**config.mk**
```make
export PLATFORM = sky130hd
export DESIGN_NAME = weighted_softmax_cross_entropy_unit
export DESIGN_NICKNAME = d
export VERILOG_FILES = /design/src/rtl/wsce_pkg.sv /design/src/rtl/wsce_front.sv /design/src/rtl/wsce_fifo.sv /design/src/rtl/wsce_back.sv /design/src/rtl/weighted_softmax_cross_entropy_unit.sv
export SDC_FILE = /design/constraint.sdc
export NUM_CORES = 2
export LEC_CHECK = 0
export ABC_AREA = 1
export BUFFER_PORTS_ARGS = -buffer_cell sky130_fd_sc_hd__buf_2
export CAP_MARGIN = 15
export CORE_MARGIN = 1
export CORE_UTILIZATION = 50
export DETAILED_ROUTE_END_ITERATION = 12
export GPL_ROUTABILITY_DRIVEN = 0
export PLACE_DENSITY = 0.68
export SETUP_SLACK_MARGIN = 0.15
export SYNTH_ARGS = -nofsm -noshare
export SYNTH_HDL_FRONTEND = slang
export SYNTH_SLANG_ARGS = --single-unit
```
**constraint.sdc**
```tcl
create_clock -name aclk -period 8.49 [get_ports aclk]
set_input_delay 1.698 -clock aclk [delete_from_list [all_inputs] [get_ports aclk]]
set_output_delay 1.698 -clock aclk [all_outputs]
set_load 0.005 [all_outputs]
```
**src/rtl/wsce_pkg.sv**
```systemverilog
`timescale 1ns / 1ps
// ----------------------------------------------------------------------------
// wsce_pkg
// Shared types and constants for the weighted softmax cross-entropy unit.
// ----------------------------------------------------------------------------
package wsce_pkg;

    localparam int MAX_CLASSES = 32;
    localparam int POS_W       = $clog2(MAX_CLASSES);
    localparam int COUNT_W     = 6;
    localparam int ACC_W       = 40;
    localparam int FIFO_DEPTH  = 4;
    localparam int FIFO_AW     = $clog2(FIFO_DEPTH);

    localparam int LOG2E_Q16   = 94548;
    localparam int EXP_CORR    = 22512;
    localparam int LOG_CORR    = 22715;
    localparam int LN2_Q16     = 45426;

    typedef struct packed {
        logic signed [15:0] logit;
        logic [15:0]        weight;
        logic               first;
        logic               last;
        logic               hit;
        logic               missing;
    } entry_t;

    typedef enum logic [3:0] {
        ST_IDLE,
        ST_EXP1,
        ST_EXP2,
        ST_EXP3,
        ST_NORM,
        ST_LN1,
        ST_LN2,
        ST_LN3,
        ST_LN4,
        ST_LN5
    } back_state_t;

endpackage

```
**src/rtl/wsce_front.sv**
```systemverilog
`timescale 1ns / 1ps
// ----------------------------------------------------------------------------
// wsce_front
// Accepts logits, tracks class position and tags each item for the back end.
// ----------------------------------------------------------------------------
module wsce_front (
    input  logic                          aclk,
    input  logic                          aresetn,
    input  logic [wsce_pkg::COUNT_W-1:0]  class_count,
    input  logic                          s_valid,
    output logic                          s_ready,
    input  logic signed [15:0]            s_logit,
    input  logic [4:0]                    s_target_class,
    input  logic [15:0]                   s_loss_weight,
    input  logic                          q_full,
    output logic                          q_push,
    output wsce_pkg::entry_t              q_data
);

    logic [wsce_pkg::POS_W-1:0]   pos_reg, pos_next;
    logic [4:0]                   tgt_reg, tgt_next;
    logic [wsce_pkg::COUNT_W-1:0] count_eff;
    logic [wsce_pkg::COUNT_W:0]   pos_plus;
    logic                         first;
    logic                         last;

    always_comb begin
        if (class_count == '0) begin
            count_eff = wsce_pkg::COUNT_W'(1);
        end else if (class_count > wsce_pkg::COUNT_W'(wsce_pkg::MAX_CLASSES)) begin
            count_eff = wsce_pkg::COUNT_W'(wsce_pkg::MAX_CLASSES);
        end else begin
            count_eff = class_count;
        end
    end

    assign s_ready  = !q_full;
    assign q_push   = s_valid && s_ready;
    assign first    = (pos_reg == '0);
    assign pos_plus = (wsce_pkg::COUNT_W+1)'(pos_reg) + 1'b1;
    assign last     = (pos_plus >= {1'b0, count_eff});
    assign tgt_next = first ? s_target_class : tgt_reg;

    always_comb begin
        pos_next = pos_reg;
        if (q_push) begin
            pos_next = last ? '0 : pos_plus[wsce_pkg::POS_W-1:0];
        end
    end

    always_comb begin
        q_data.logit   = s_logit;
        q_data.weight  = s_loss_weight;
        q_data.first   = first;
        q_data.last    = last;
        q_data.hit     = ((wsce_pkg::COUNT_W)'(pos_reg) == (wsce_pkg::COUNT_W)'(tgt_next));
        q_data.missing = ((wsce_pkg::COUNT_W)'(tgt_next) >= count_eff);
    end

    always_ff @(posedge aclk) begin
        if (!aresetn) begin
            pos_reg <= '0;
            tgt_reg <= '0;
        end else begin
            pos_reg <= pos_next;
            if (q_push) begin
                tgt_reg <= tgt_next;
            end
        end
    end

endmodule

```
**src/rtl/wsce_fifo.sv**
```systemverilog
`timescale 1ns / 1ps
// ----------------------------------------------------------------------------
// wsce_fifo
// Short item queue between the front and the back end.
// ----------------------------------------------------------------------------
module wsce_fifo (
    input  logic             aclk,
    input  logic             aresetn,
    input  logic             push,
    input  wsce_pkg::entry_t push_data,
    input  logic             pop,
    output wsce_pkg::entry_t pop_data,
    output logic             full,
    output logic             empty
);

    wsce_pkg::entry_t             mem [wsce_pkg::FIFO_DEPTH];
    logic [wsce_pkg::FIFO_AW-1:0] wr_reg, rd_reg;
    logic [wsce_pkg::FIFO_AW:0]   cnt_reg, cnt_next;
    logic                         do_push, do_pop;

    assign full     = (cnt_reg == (wsce_pkg::FIFO_AW+1)'(wsce_pkg::FIFO_DEPTH));
    assign empty    = (cnt_reg == '0);
    assign do_push  = push && !full;
    assign do_pop   = pop && !empty;
    assign pop_data = mem[rd_reg];

    always_comb begin
        cnt_next = cnt_reg;
        if (do_push && !do_pop) begin
            cnt_next = cnt_reg + 1'b1;
        end else if (do_pop && !do_push) begin
            cnt_next = cnt_reg - 1'b1;
        end
    end

    always_ff @(posedge aclk) begin
        if (do_push) begin
            mem[wr_reg] <= push_data;
        end
    end

    always_ff @(posedge aclk) begin
        if (!aresetn) begin
            wr_reg  <= '0;
            rd_reg  <= '0;
            cnt_reg <= '0;
        end else begin
            cnt_reg <= cnt_next;
            if (do_push) begin
                wr_reg <= wr_reg + 1'b1;
            end
            if (do_pop) begin
                rd_reg <= rd_reg + 1'b1;
            end
        end
    end

    a_cnt_bound: assert property (@(posedge aclk) disable iff (!aresetn)
        cnt_reg <= (wsce_pkg::FIFO_AW+1)'(wsce_pkg::FIFO_DEPTH))
        else $error("queue count beyond depth");
    a_ptr_gap: assert property (@(posedge aclk) disable iff (!aresetn)
        (wr_reg - rd_reg) == cnt_reg[wsce_pkg::FIFO_AW-1:0])
        else $error("queue pointers disagree with count");
    a_pop_count: assert property (@(posedge aclk) disable iff (!aresetn)
        (do_pop && !do_push) |=> (cnt_reg == $past(cnt_reg) - 1'b1))
        else $error("pop did not lower count");

endmodule

```
**src/rtl/wsce_back.sv**
```systemverilog
`timescale 1ns / 1ps
// ----------------------------------------------------------------------------
// wsce_back
// Exp-accumulate per item, then log and weighting at the end of a position.
// ----------------------------------------------------------------------------
module wsce_back (
    input  logic                    aclk,
    input  logic                    aresetn,
    input  logic                    q_empty,
    output logic                    q_pop,
    input  wsce_pkg::entry_t        q_data,
    output logic                    m_valid,
    input  logic                    m_ready,
    output logic signed [31:0]      m_loss,
    output logic                    m_target_missing
);

    wsce_pkg::back_state_t       state_reg, state_next;
    wsce_pkg::entry_t            ent_reg;
    logic [4:0]                  ip_reg;
    logic [15:0]                 f_reg;
    logic [16:0]                 t_reg;
    logic [wsce_pkg::ACC_W-1:0]  acc_reg;
    logic signed [15:0]          tlog_reg;
    logic [15:0]                 weight_reg;
    logic [wsce_pkg::ACC_W-1:0]  norm_reg;
    logic [5:0]                  e_reg;
    logic signed [25:0]          lbig_reg;
    logic signed [27:0]          ln_reg;
    logic signed [28:0]          d_reg;
    logic                        m_valid_reg;
    logic signed [31:0]          m_loss_reg;
    logic                        m_missing_reg;

    // exp datapath
    logic signed [33:0]          v_exp;
    logic [15:0]                 frac;
    logic [16:0]                 fc;
    logic [33:0]                 fprod;
    logic [31:0]                 qprod;
    logic [16:0]                 mant;
    logic [wsce_pkg::ACC_W-1:0]  mant_w;
    logic [wsce_pkg::ACC_W-1:0]  term;
    logic [wsce_pkg::ACC_W-1:0]  acc_base;
    // log datapath
    logic [31:0]                 lprod;
    logic [17:0]                 lfrac;
    logic signed [6:0]           esub;
    logic signed [43:0]          lnprod;
    logic signed [28:0]          dval;
    logic signed [45:0]          wprod;
    logic signed [29:0]          wq;
    logic                        out_free;

    assign out_free = !m_valid_reg || m_ready;
    assign frac     = (state_reg == wsce_pkg::ST_EXP2) ? f_reg : norm_reg[38:23];
    assign fc       = 17'd65536 - {1'b0, frac};
    assign fprod    = 34'({1'b0, frac}) * 34'(fc);

    assign v_exp    = 34'(ent_reg.logit) * 34'(wsce_pkg::LOG2E_Q16) + (34'sd1 <<< 32);
    assign qprod    = 32'(t_reg) * 32'(wsce_pkg::EXP_CORR);
    assign mant     = 17'd65536 + {1'b0, f_reg} - {1'b0, qprod[31:16]};
    assign mant_w   = wsce_pkg::ACC_W'(mant);
    assign term     = (ip_reg >= 5'd16) ? (mant_w << (ip_reg - 5'd16))
                                        : (mant_w >> (5'd16 - ip_reg));
    assign acc_base = ent_reg.first ? '0 : acc_reg;

    assign lprod    = 32'(t_reg) * 32'(wsce_pkg::LOG_CORR);
    assign lfrac    = 18'(norm_reg[38:23]) + 18'(lprod[31:16]);
    assign esub     = $signed({1'b0, e_reg}) - 7'sd16;
    assign lnprod   = 44'(lbig_reg) * 44'(wsce_pkg::LN2_Q16);
    assign dval     = $signed({{9{tlog_reg[15]}}, tlog_reg, 4'b0000}) - 29'(ln_reg);
    assign wprod    = $signed({30'd0, weight_reg}) * 46'(d_reg);
    assign wq       = 30'(wprod >>> 16);

    always_comb begin
        state_next = state_reg;
        q_pop      = 1'b0;
        case (state_reg)
            wsce_pkg::ST_IDLE: begin
                if (!q_empty) begin
                    q_pop      = 1'b1;
                    state_next = wsce_pkg::ST_EXP1;
                end
            end
            wsce_pkg::ST_EXP1: state_next = wsce_pkg::ST_EXP2;
            wsce_pkg::ST_EXP2: state_next = wsce_pkg::ST_EXP3;
            wsce_pkg::ST_EXP3: begin
                if (!ent_reg.last) begin
                    state_next = wsce_pkg::ST_IDLE;
                end else if (ent_reg.missing || (acc_base + term) == '0) begin
                    state_next = wsce_pkg::ST_LN5;
                end else begin
                    state_next = wsce_pkg::ST_NORM;
                end
            end
            wsce_pkg::ST_NORM: begin
                if (norm_reg[39]) begin
                    state_next = wsce_pkg::ST_LN1;
                end
            end
            wsce_pkg::ST_LN1: state_next = wsce_pkg::ST_LN2;
            wsce_pkg::ST_LN2: state_next = wsce_pkg::ST_LN3;
            wsce_pkg::ST_LN3: state_next = wsce_pkg::ST_LN4;
            wsce_pkg::ST_LN4: state_next = wsce_pkg::ST_LN5;
            wsce_pkg::ST_LN5: begin
                if (out_free) begin
                    state_next = wsce_pkg::ST_IDLE;
                end
            end
            default: state_next = wsce_pkg::ST_IDLE;
        endcase
    end

    always_ff @(posedge aclk) begin
        if (!aresetn) begin
            state_reg   <= wsce_pkg::ST_IDLE;
            m_valid_reg <= 1'b0;
            acc_reg     <= '0;
            tlog_reg    <= '0;
            weight_reg  <= '0;
        end else begin
            state_reg <= state_next;
            if (state_reg == wsce_pkg::ST_LN5 && out_free) begin
                m_valid_reg <= 1'b1;
            end else if (m_valid_reg && m_ready) begin
                m_valid_reg <= 1'b0;
            end
            if (state_reg == wsce_pkg::ST_EXP3) begin
                acc_reg <= acc_base + term;
                if (ent_reg.first) begin
                    weight_reg <= ent_reg.weight;
                end
                if (ent_reg.hit) begin
                    tlog_reg <= ent_reg.logit;
                end
            end
        end
    end

    always_ff @(posedge aclk) begin
        if (q_pop) begin
            ent_reg <= q_data;
        end
        case (state_reg)
            wsce_pkg::ST_EXP1: begin
                ip_reg <= v_exp[32:28];
                f_reg  <= v_exp[27:12];
            end
            wsce_pkg::ST_EXP2: t_reg <= fprod[32:16];
            wsce_pkg::ST_EXP3: begin
                norm_reg <= acc_base + term;
                e_reg    <= 6'd39;
            end
            wsce_pkg::ST_NORM: begin
                // shift by a byte while possible, then bit by bit
                if (norm_reg[39:32] == 8'd0 && e_reg >= 6'd8) begin
                    norm_reg <= norm_reg << 8;
                    e_reg    <= e_reg - 6'd8;
                end else if (!norm_reg[39]) begin
                    norm_reg <= norm_reg << 1;
                    e_reg    <= e_reg - 6'd1;
                end
            end
            wsce_pkg::ST_LN1: t_reg <= fprod[32:16];
            wsce_pkg::ST_LN2: lbig_reg <= {{3{esub[6]}}, esub, 16'd0} + 26'(lfrac);
            wsce_pkg::ST_LN3: ln_reg <= 28'(lnprod >>> 16);
            wsce_pkg::ST_LN4: d_reg <= (dval > 29'sd0) ? 29'sd0 : dval;
            wsce_pkg::ST_LN5: begin
                if (out_free) begin
                    m_missing_reg <= ent_reg.missing;
                    if (ent_reg.missing) begin
                        m_loss_reg <= '0;
                    end else if (acc_reg == '0) begin
                        m_loss_reg <= 32'sh8000_0000;
                    end else if (wq > 30'sd0) begin
                        m_loss_reg <= '0;
                    end else begin
                        m_loss_reg <= 32'(wq);
                    end
                end
            end
            default: begin
            end
        endcase
    end

    assign m_valid          = m_valid_reg;
    assign m_loss           = m_loss_reg;
    assign m_target_missing = m_missing_reg;

    a_norm_done: assert property (@(posedge aclk) disable iff (!aresetn)
        (state_reg == wsce_pkg::ST_LN1) |-> norm_reg[39])
        else $error("log input not normalized");
    a_loss_sign: assert property (@(posedge aclk) disable iff (!aresetn)
        m_valid_reg |-> (m_loss_reg[31] || m_loss_reg == '0))
        else $error("positive loss emitted");
    a_missing_zero: assert property (@(posedge aclk) disable iff (!aresetn)
        (m_valid_reg && m_missing_reg) |-> (m_loss_reg == '0))
        else $error("missing target with nonzero loss");
    a_no_pop_busy: assert property (@(posedge aclk) disable iff (!aresetn)
        q_pop |-> (state_reg == wsce_pkg::ST_IDLE))
        else $error("queue popped while busy");

endmodule

```
**src/rtl/weighted_softmax_cross_entropy_unit.sv**
```systemverilog
`timescale 1ns / 1ps
// ----------------------------------------------------------------------------
// weighted_softmax_cross_entropy_unit
// Streams class logits and emits one weighted log-softmax loss per position.
// ----------------------------------------------------------------------------
// Usage:
//   s_* carries one Q4.12 logit per item, in class order. target_class and
//   loss_weight are taken from the first item of each position.
//   m_* carries one Q16.16 loss per position after class_count items, with
//   target_missing set (loss zero) when the target is not below the count.
//   cfg_* writes class_count (0 acts as 1, above 32 clamps to 32); write it
//   only while no position result is pending.
// Flow:
//   A four-entry queue decouples the input from the back end. The back end
//   handles one logit at a time and pops no new one until it is done: pop,
//   exp argument, exp fraction multiply, accumulate. The last item of a
//   position adds a log pass (normalize by byte and bit shifts, then the log
//   multiplies and weighting) unless the target is missing or the sum is zero.
// Reset clears position, queue and output valid; class_count returns to 32.
// While m_ready is low the result is held, the back end waits before writing
// the next result, and the queue fills until s_ready drops.
// ----------------------------------------------------------------------------
module weighted_softmax_cross_entropy_unit (
    input  logic                          aclk,
    input  logic                          aresetn,
    input  logic                          cfg_valid,
    output logic                          cfg_ready,
    input  logic [wsce_pkg::COUNT_W-1:0]  cfg_data,
    input  logic                          s_valid,
    output logic                          s_ready,
    input  logic signed [15:0]            s_logit,
    input  logic [4:0]                    s_target_class,
    input  logic [15:0]                   s_loss_weight,
    output logic                          m_valid,
    input  logic                          m_ready,
    output logic signed [31:0]            m_loss,
    output logic                          m_target_missing
);

    logic [wsce_pkg::COUNT_W-1:0] count_reg;
    logic                         q_push, q_pop, q_full, q_empty;
    wsce_pkg::entry_t             push_data, pop_data;

    assign cfg_ready = 1'b1;

    always_ff @(posedge aclk) begin
        if (!aresetn) begin
            count_reg <= wsce_pkg::COUNT_W'(wsce_pkg::MAX_CLASSES);
        end else if (cfg_valid && cfg_ready) begin
            count_reg <= cfg_data;
        end
    end

    wsce_front u_front (
        .aclk           (aclk),
        .aresetn        (aresetn),
        .class_count    (count_reg),
        .s_valid        (s_valid),
        .s_ready        (s_ready),
        .s_logit        (s_logit),
        .s_target_class (s_target_class),
        .s_loss_weight  (s_loss_weight),
        .q_full         (q_full),
        .q_push         (q_push),
        .q_data         (push_data)
    );

    wsce_fifo u_fifo (
        .aclk      (aclk),
        .aresetn   (aresetn),
        .push      (q_push),
        .push_data (push_data),
        .pop       (q_pop),
        .pop_data  (pop_data),
        .full      (q_full),
        .empty     (q_empty)
    );

    wsce_back u_back (
        .aclk             (aclk),
        .aresetn          (aresetn),
        .q_empty          (q_empty),
        .q_pop            (q_pop),
        .q_data           (pop_data),
        .m_valid          (m_valid),
        .m_ready          (m_ready),
        .m_loss           (m_loss),
        .m_target_missing (m_target_missing)
    );

endmodule
```
==> results.yml <==
cts:
  clk_pin_slew_ns: 0.06
  cts_root_buffer: "clkbuf_16"
  cts_made_buffers: 55
  cts_max_level: 2
  postCtsHoldBufs: 0
  cts_tree: "built"
  cts.sinks: 471
  cts_max_path_buffers: 3
  clk-insertion-delay-late_ns: 0.71
die:
  die-area_um2: 142400
  die_y_um: 377.4
  die_x_um: 377.4
  core_um2: 139700
  rows: 137
  start_util_pct: 50.44
  io_pins: 84
synthesis:
  synth_area_um2: 70460
  syn_inst: 8408
  ys_ff_latch: 471
  yosysUniqueCellTypes: 64
  avgSynthCellArea_um2: 8.380
  synth_top_cell_by_area: "fa_1"
  netlist.area_leader.share_pct: 29.12
  yosys-top-cells-count: "inv_1 (2105), nand2_1 (1511), fa_1 (1025)"
  ys.flop_type: "edfxtp_1"
  synthArstFlopShare_pct: 0
  yosysWarnings: 0
  synth-edff-count: 371
  ys_seq_area_share_pct: 18.65
  synth.area.top_cells: "fa_1 (29%), edfxtp_1 (16%), ha_1 (14%)"
  yosysMostFrequentCell: "inv_1"
min_path:
  hold_path.class: "reg -> reg"
critical_path:
  endpoint_kind: "flip-flop"
  crit_top_cell: "nand2_1"
  crit_arrival_ns: 10.03
  cp-start-kind: "flip-flop"
  crit_path_max_fanout: 6
  critical_path_class: "reg -> reg"
  worst_path_max_delay_cell: "fa_1"
  cp_slowest_stage_delay_ns: 0.57
  worstPathRequired_ns: 9.04
sta:
  post-route-period-util_pct: 111.6
  setup_viol: 73
  hold_viol: 0
  clock_skew_ns: 0.08453
  rsz0062_at_grt: "yes"
  final_max_slew_viol_count: 0
  hold_ws_ns: 0.4664
  worstMarginPinSlew_ns: 1.156
  setup_ws_ns: -0.9839
  slew_headroom_pct: 22.95
  max_freq_mhz: 105.6
  layout_min_cycle_time_ns: 9.474
finish:
  layout-drive-gt1-share_pct: 14.78
  nets: 10820
  area_delta_synth_final_pct: 15.74
  largest_reg_flops: 144
  final_util_pct: 58.38
global_route:
  antenna_found_initial: 5
  grt_first_pass_wirelength_um: 313600
  grt_usage_pct: 28.04
  grt_start_max_net_pins: 75
  grt_pass1_vias: 59870
  grt_remaining_overflow: 0
drt:
  ant_nets: 0
  wl_per_cell_um: 18.33
  finalWirelength_um: 199200
  remaining_drc_errors: 0
  drt_iter0_drc: 4402
  dr.pass1.iters: 6
  via_count: 58050
  vias_per_cell: 5.342
run:
  cap_violations: 0
placed_design:
  dp_hpwl_um: 159400
  io_buffer_count: 82
run_status:
  status: "complete, but fails checks"
  violations: "negative setup slack"
-- layout make-up --
class	count	area (um^2)
clock inverter	40	568.0
inverter	2130	8013
antenna	3	7.507
multi-input combinational	5581	50770
sequential	471	13140
clock buffer	61	1409
timing repair buffer	705	5293
fill	12040	58150
tap	1876	2347
-- metrics by stage --
stage | instances | TNS [ns] | area (um^2) | worst slack, ns
2_1_floorplan | 8421 | 0 | 70550 | 0.1541
3_3_place_gp | 10650 | -25.33 | 76240 | -1.035
3_5_place_dp | 10650 | -31.61 | 76250 | -1.076
4_1_cts | 10810 | -22.51 | 79610 | -0.8609
5_1_grt | 10860 | -57.19 | 81550 | -1.477
6_report | 10870 | -26.27 | 81550 | -0.9839
-- layer usage --
| layer | GRT usage (%) | part of all wire (%) |
|---|---|---|
| met1 | 34.82 | 39 |
| met2 | 47.96 | 48 |
| met3 | 4.289 | 7.2 |
| met4 | 12.86 | 5.5 |
| met5 | 0 | 0.017 |
-- critical path, delay by kind of cell, from the launching register on --
family                   cells  cell delay (ns)
AO/OA/AOI/OAI                9             1.34
XOR/XNOR                     1             0.26
buffers and inverters        8             1.02
adder cells (fa/ha/maj)      8             3.11
AND/OR/NAND/NOR             29             3.03
flip-flops                   1             0.51
-- path summary, 6_finish.rpt --
kind	to	slack [ns]	startpoint	depth (start not counted)
max	u_back.state_reg[0]	-0.98	u_back.t_reg[11]	55
min	u_back.weight_reg[13]	0.47	u_back.weight_reg[13]	2
max reg2reg	u_back.state_reg[0]	-0.98	u_back.t_reg[11]	55
min reg2reg	u_back.weight_reg[13]	0.47	u_back.weight_reg[13]	2
-- cells in the final DEF (no fill, tap or decap), types with 115 or more instances in the layout --
master | netlist | final
buf_4 | 2 | 571
fa_1 | 1025 | 1019
inv_1 | 2105 | 2073
xor2_1 | 135 | 128
ha_1 | 804 | 754
a21oi_1 | 383 | 339
nand2_1 | 1511 | 1384
o21ai_0 | 366 | 265
nand2_2 | 5 | 115
nand3_1 | 235 | 198
nor2_1 | 567 | 503
edfxtp_1 | 371 | 371
-- kinds of logic after synthesis --
kind of cell / synth area share [%]
compound gates: 8.323
mux: 0.04439
simple gates: 14.24
other cells: 0.01066
xor+xnor: 2.644
buf+inv: 12.68
fa+ha+maj: 43.40
flops: 18.65
-- timing repair --
item	in CTS	in global routing
setup endpoints to repair	82	114
setup buffers	62	51
resized for setup	268	414
pin swaps	69	135
Power is not shown: default switching activity piles up to over one toggle a cycle in this logic, so the estimate is an artifact.
